===== src/sv/gsft_pkg.sv =====
`timescale 1ns / 1ps
`default_nettype none

package gsft_pkg;

   // Operation codes carried on the request tuser.
   localparam logic [2:0] OP_INSERT = 3'd0;
   localparam logic [2:0] OP_ERASE  = 3'd1;
   localparam logic [2:0] OP_MATCH  = 3'd2;
   localparam logic [2:0] OP_COUNT  = 3'd3;
   localparam logic [2:0] OP_LOOKUP = 3'd4;
   localparam logic [2:0] OP_CLEAR  = 3'd5;

   // Result status codes.
   localparam logic [1:0] ST_OK        = 2'd0;
   localparam logic [1:0] ST_NOT_FOUND = 2'd1;
   localparam logic [1:0] ST_FULL      = 2'd2;

   // The group count saturates at the top of its field.
   localparam logic [6:0] CNT_MAX = 7'd127;

   // One rule as it sits in the table memory.
   typedef struct packed {
      logic        valid;
      logic [7:0]  grp;
      logic [31:0] object_id;
      logic [31:0] net;
      logic [5:0]  prefix;
   } entry_type;

   // Per-entry compare results handed to the walk accumulators.
   typedef struct packed {
      logic free;
      logic obj_eq;
      logic grp_eq;
      logic net_hit;
   } eval_type;

endpackage

`default_nettype wire


===== src/sv/gsft_rule_eval.sv =====
`timescale 1ns / 1ps
`default_nettype none

module gsft_rule_eval
   import gsft_pkg::*;
(
   input  wire entry_type   entry,
   input  wire logic [7:0]  grp,
   input  wire logic [31:0] oid,
   input  wire logic [31:0] addr,
   output eval_type         result
);

   logic [31:0] mask;

   // Prefix mask: empty for length zero, full from 32 upward.
   always_comb begin
      if (entry.prefix == 6'd0) begin
         mask = '0;
      end else if (entry.prefix >= 6'd32) begin
         mask = '1;
      end else begin
         mask = 32'hffff_ffff << (6'd32 - entry.prefix);
      end
   end

   // The stored subnet is compared unmasked against the masked address.
   always_comb begin
      result.free    = !entry.valid;
      result.obj_eq  = entry.valid && (entry.object_id == oid);
      result.grp_eq  = entry.valid && (entry.grp == grp);
      result.net_hit = entry.valid && (entry.grp == grp) && ((addr & mask) == entry.net);
   end

endmodule

`default_nettype wire


===== config.mk =====
export PLATFORM = sky130hd
export DESIGN_NAME = gsft_rule_eval
export DESIGN_NICKNAME = d
export VERILOG_FILES = /design/src/sv/gsft_pkg.sv /design/src/sv/gsft_rule_eval.sv
export SDC_FILE = /design/constraint.sdc
export NUM_CORES = 1
export LEC_CHECK = 0
export BUFFER_PORTS_ARGS = -buffer_cell sky130_fd_sc_hd__buf_2
export CELL_PAD_IN_SITES_DETAIL_PLACEMENT = 1
export CELL_PAD_IN_SITES_GLOBAL_PLACEMENT = 1
export CORE_ASPECT_RATIO = 1.2
export CORE_MARGIN = 2
export CORE_UTILIZATION = 26
export DETAILED_ROUTE_END_ITERATION = 10
export PLACE_DENSITY = 0.89
export SYNTH_ARGS = -nofsm -noshare
export SYNTH_HDL_FRONTEND = slang
export SYNTH_SLANG_ARGS = --single-unit

===== constraint.sdc =====
create_clock -name vclk -period 3.65
set_clock_uncertainty 0.2 [all_clocks]
set_input_delay 0.1825 -clock vclk [all_inputs]
set_output_delay 0.1825 -clock vclk [all_outputs]
set_load 0.05 [all_outputs]

==> flow_metrics.py <==
metrics = {
    "place": {
        "port_buffers": 155,
        "place_area_um2": 2810,
        "dp.final_hpwl_um": 9140,
        "gp_congestion": 1.08,
    },
    "sta": {
        "hold_viol": 0,
        "max_freq_mhz": 283,
        "slew_violations": 0,
        "rsz0062_at_grt": "no",
        "hold_slack_ps": 524,
        "finalCriticalPeriod_ps": 3540,
        "relSlewSlack_pct": 52.7,
        "fin_crit_sh_pct": 96.9,
        "worstMarginPinSlew_ps": 704,
        "setup_viol": 0,
        "finalSetupTns_ps": 0,
    },
    "worst_setup_path": {
        "path_class": "in -> out",
        "endpoint_kind": "output port",
        "required_ps": 3270,
        "endpoint": "result[0]",
        "start_kind": "input port",
        "worstPathArrival_ps": 3160,
        "crit_start": "entry[0]",
        "path_max_fanout": 9,
    },
    "detailed_routing": {
        "wl_per_cell_um": 20.1,
        "drc": 0,
        "vias": 2940,
        "detail_route.vias_per_cell": 5.70,
        "dr.pass1.iters": 5,
        "finalWirelength_um": 10400,
        "ant_nets": 0,
        "drtIter0Drc": 177,
    },
    "cells_and_area": {
        "clkbuf_count": 0,
        "nFlopsAndLatches": 0,
        "nets": 586,
        "final_common_cell": "buf_2",
        "area_growth_pct": 52.2,
        "final_area_um2": 2840,
        "drive_above_1_share_pct": 43.4,
        "diodes": 0,
        "finalCoreUtilization_pct": 41.2,
        "final_cell_mix": "154 x buf_2, 39 x xnor2_1, 23 x nand2_1",
        "final-seq-area_um2": 0,
    },
    "die": {
        "core_um2": 6900,
        "row_count": 33,
        "ioPinCount": 155,
        "die_x_um": 81.3,
        "die_y_um": 96.8,
        "die-area_um2": 7870,
        "initial_utilization_pct": 27.1,
    },
    "power": {
        "leakage_nw": 1.28,
        "power_density_nw_per_um2": 125,
        "power.total_w": 0.000356,
        "peakVddDrop_v": 0.0000435,
    },
    "synth": {
        "synth_compound_area_share_pct": 31.6,
        "synth_fa_ha_area_share_pct": 3.22,
        "syn-cell-area_um2": 1870,
        "synthSimpleGateAreaFrac_pct": 34.8,
        "synthXorXnorAreaFrac_pct": 23.9,
        "synth-warning-count": 0,
        "ys_seq_area_share_pct": 0,
        "synth_nets": 427,
        "avgSynthCellArea_um2": 6.86,
        "muxShareOfSynthArea_pct": 1.14,
        "synth_top_family_by_area": "simple AND/OR/NAND/NOR gates",
        "synth_cells": 272,
        "synth_cell_types": 63,
    },
    "worst_hold_path": {
        "hold_path_class": "in -> out",
        "min_from": "entry[78]",
        "whs_path_depth": 3,
    },
    "grt": {
        "grt_pass1_wl_um": 15200,
        "antenna_found_initial": 0,
        "grt_max_degree": 20,
        "grt-ovfl-total": 0,
        "first_global_vias": 2986,
        "grtUsageTotal_pct": 24.6,
    },
    "job": {
        "maxCapViolations": 0,
    },
    "status": {
        "run_status": "completed",
    },
    "clock_tree": {
        "holdBufCountCts": 0,
        "postCtsSetupRepairBufs": 0,
    },
}
[logic make-up (layout without fill, tap and decap cells)]
group / count (synthesis) / in the layout
compound gates: 76 / 76
fa+ha+maj: 5 / 5
buf+inv: 22 / 179
xor+xnor: 50 / 50
mux: 2 / 2
simple gates: 117 / 117
[repair_timing]
item	CTS	global route
gates resized for setup	1	5
pin swaps	0	1
setup endpoints to repair	1	1
[power breakdown]
group / switching [W] / internal, W / total (W) / leakage (nW)
sequential: 0 / 0 / 0 / 0
combinational: 0.000186 / 0.000170 / 0.000356 / 1.28
clock: 0 / 0 / 0 / 0
total: 0.000186 / 0.000170 / 0.000356 / 1.28
[synth_stat cells, types with 2 or more instances]
master | instances | area, um^2
o31a_1 | 2 | 17.5
a22oi_1 | 2 | 15.0
clkbuf_1 | 8 | 30.0
nor4_1 | 11 | 68.8
nor2b_1 | 2 | 12.5
nand4_1 | 12 | 75.1
a211oi_1 | 6 | 45.0
o31ai_1 | 3 | 22.5
a31o_2 | 2 | 17.5
a31oi_1 | 3 | 18.8
xor2_1 | 9 | 78.8
and2_1 | 3 | 18.8
a221oi_1 | 8 | 70.1
or2_2 | 2 | 12.5
a211o_1 | 2 | 17.5
xnor2_1 | 40 | 350
or4_1 | 2 | 15.0
o311ai_0 | 2 | 17.5
nand2b_1 | 15 | 93.8
nor3b_1 | 2 | 15.0
or4b_1 | 2 | 20.0
o21ai_0 | 14 | 70.1
o2111ai_1 | 2 | 17.5
a222oi_1 | 3 | 30.0
ha_1 | 4 | 50.1
nor3_1 | 6 | 30.0
a2bb2oi_1 | 2 | 17.5
buf_2 | 5 | 25.0
and3_1 | 4 | 25.0
nand3_1 | 14 | 70.1
nor2_1 | 10 | 37.5
or3_1 | 3 | 18.8
a2111oi_0 | 3 | 26.3
nand2_1 | 23 | 86.3
inv_1 | 7 | 26.3
a21oi_1 | 7 | 35.0
[worst min path at each step]
stage	slack [ps]	to
floorplan	350	result[3]
global placement	510	result[3]
detailed placement	520	result[3]
CTS	520	result[3]
global route	540	result[3]
finish	520	result[3]
[per-layer routing]
layer / track usage, % / vias to the layer above / share of wire (%)
met5: 0 / - / 0
met4: 4.82 / 0 / 2.1
met3: 2.61 / 18 / 11
met2: 44.3 / 180 / 49
met1: 30.9 / 1378 / 38
li1: - / 1364 / -
[stage by stage]
step | instances | worst slack, ps
floorplan | 272 | 3.56
global placement | 516 | 94.9
detailed placement | 516 | -12.0
CTS | 516 | 49.9
global route | 516 | 2.38
finish | 516 | 112
[cell type report]
cell class | count | area (um^2)
inverter | 7 | 26.3
fill | 960 | 4060
multi-input combinational | 250 | 1800
timing repair buffer | 172 | 906
tap | 87 | 109
[critical path: stages]
cell and delay [ps]:
buf_2 110, inv_1 70, ha_1 260, or3b_4 480, xnor2_4 310, a211oi_1 110
a2111oi_0 610, o2111a_1 290, nand4_1 100, nor4_2 360, buf_4 260
Note: power is estimated with default switching activity, not from simulation.
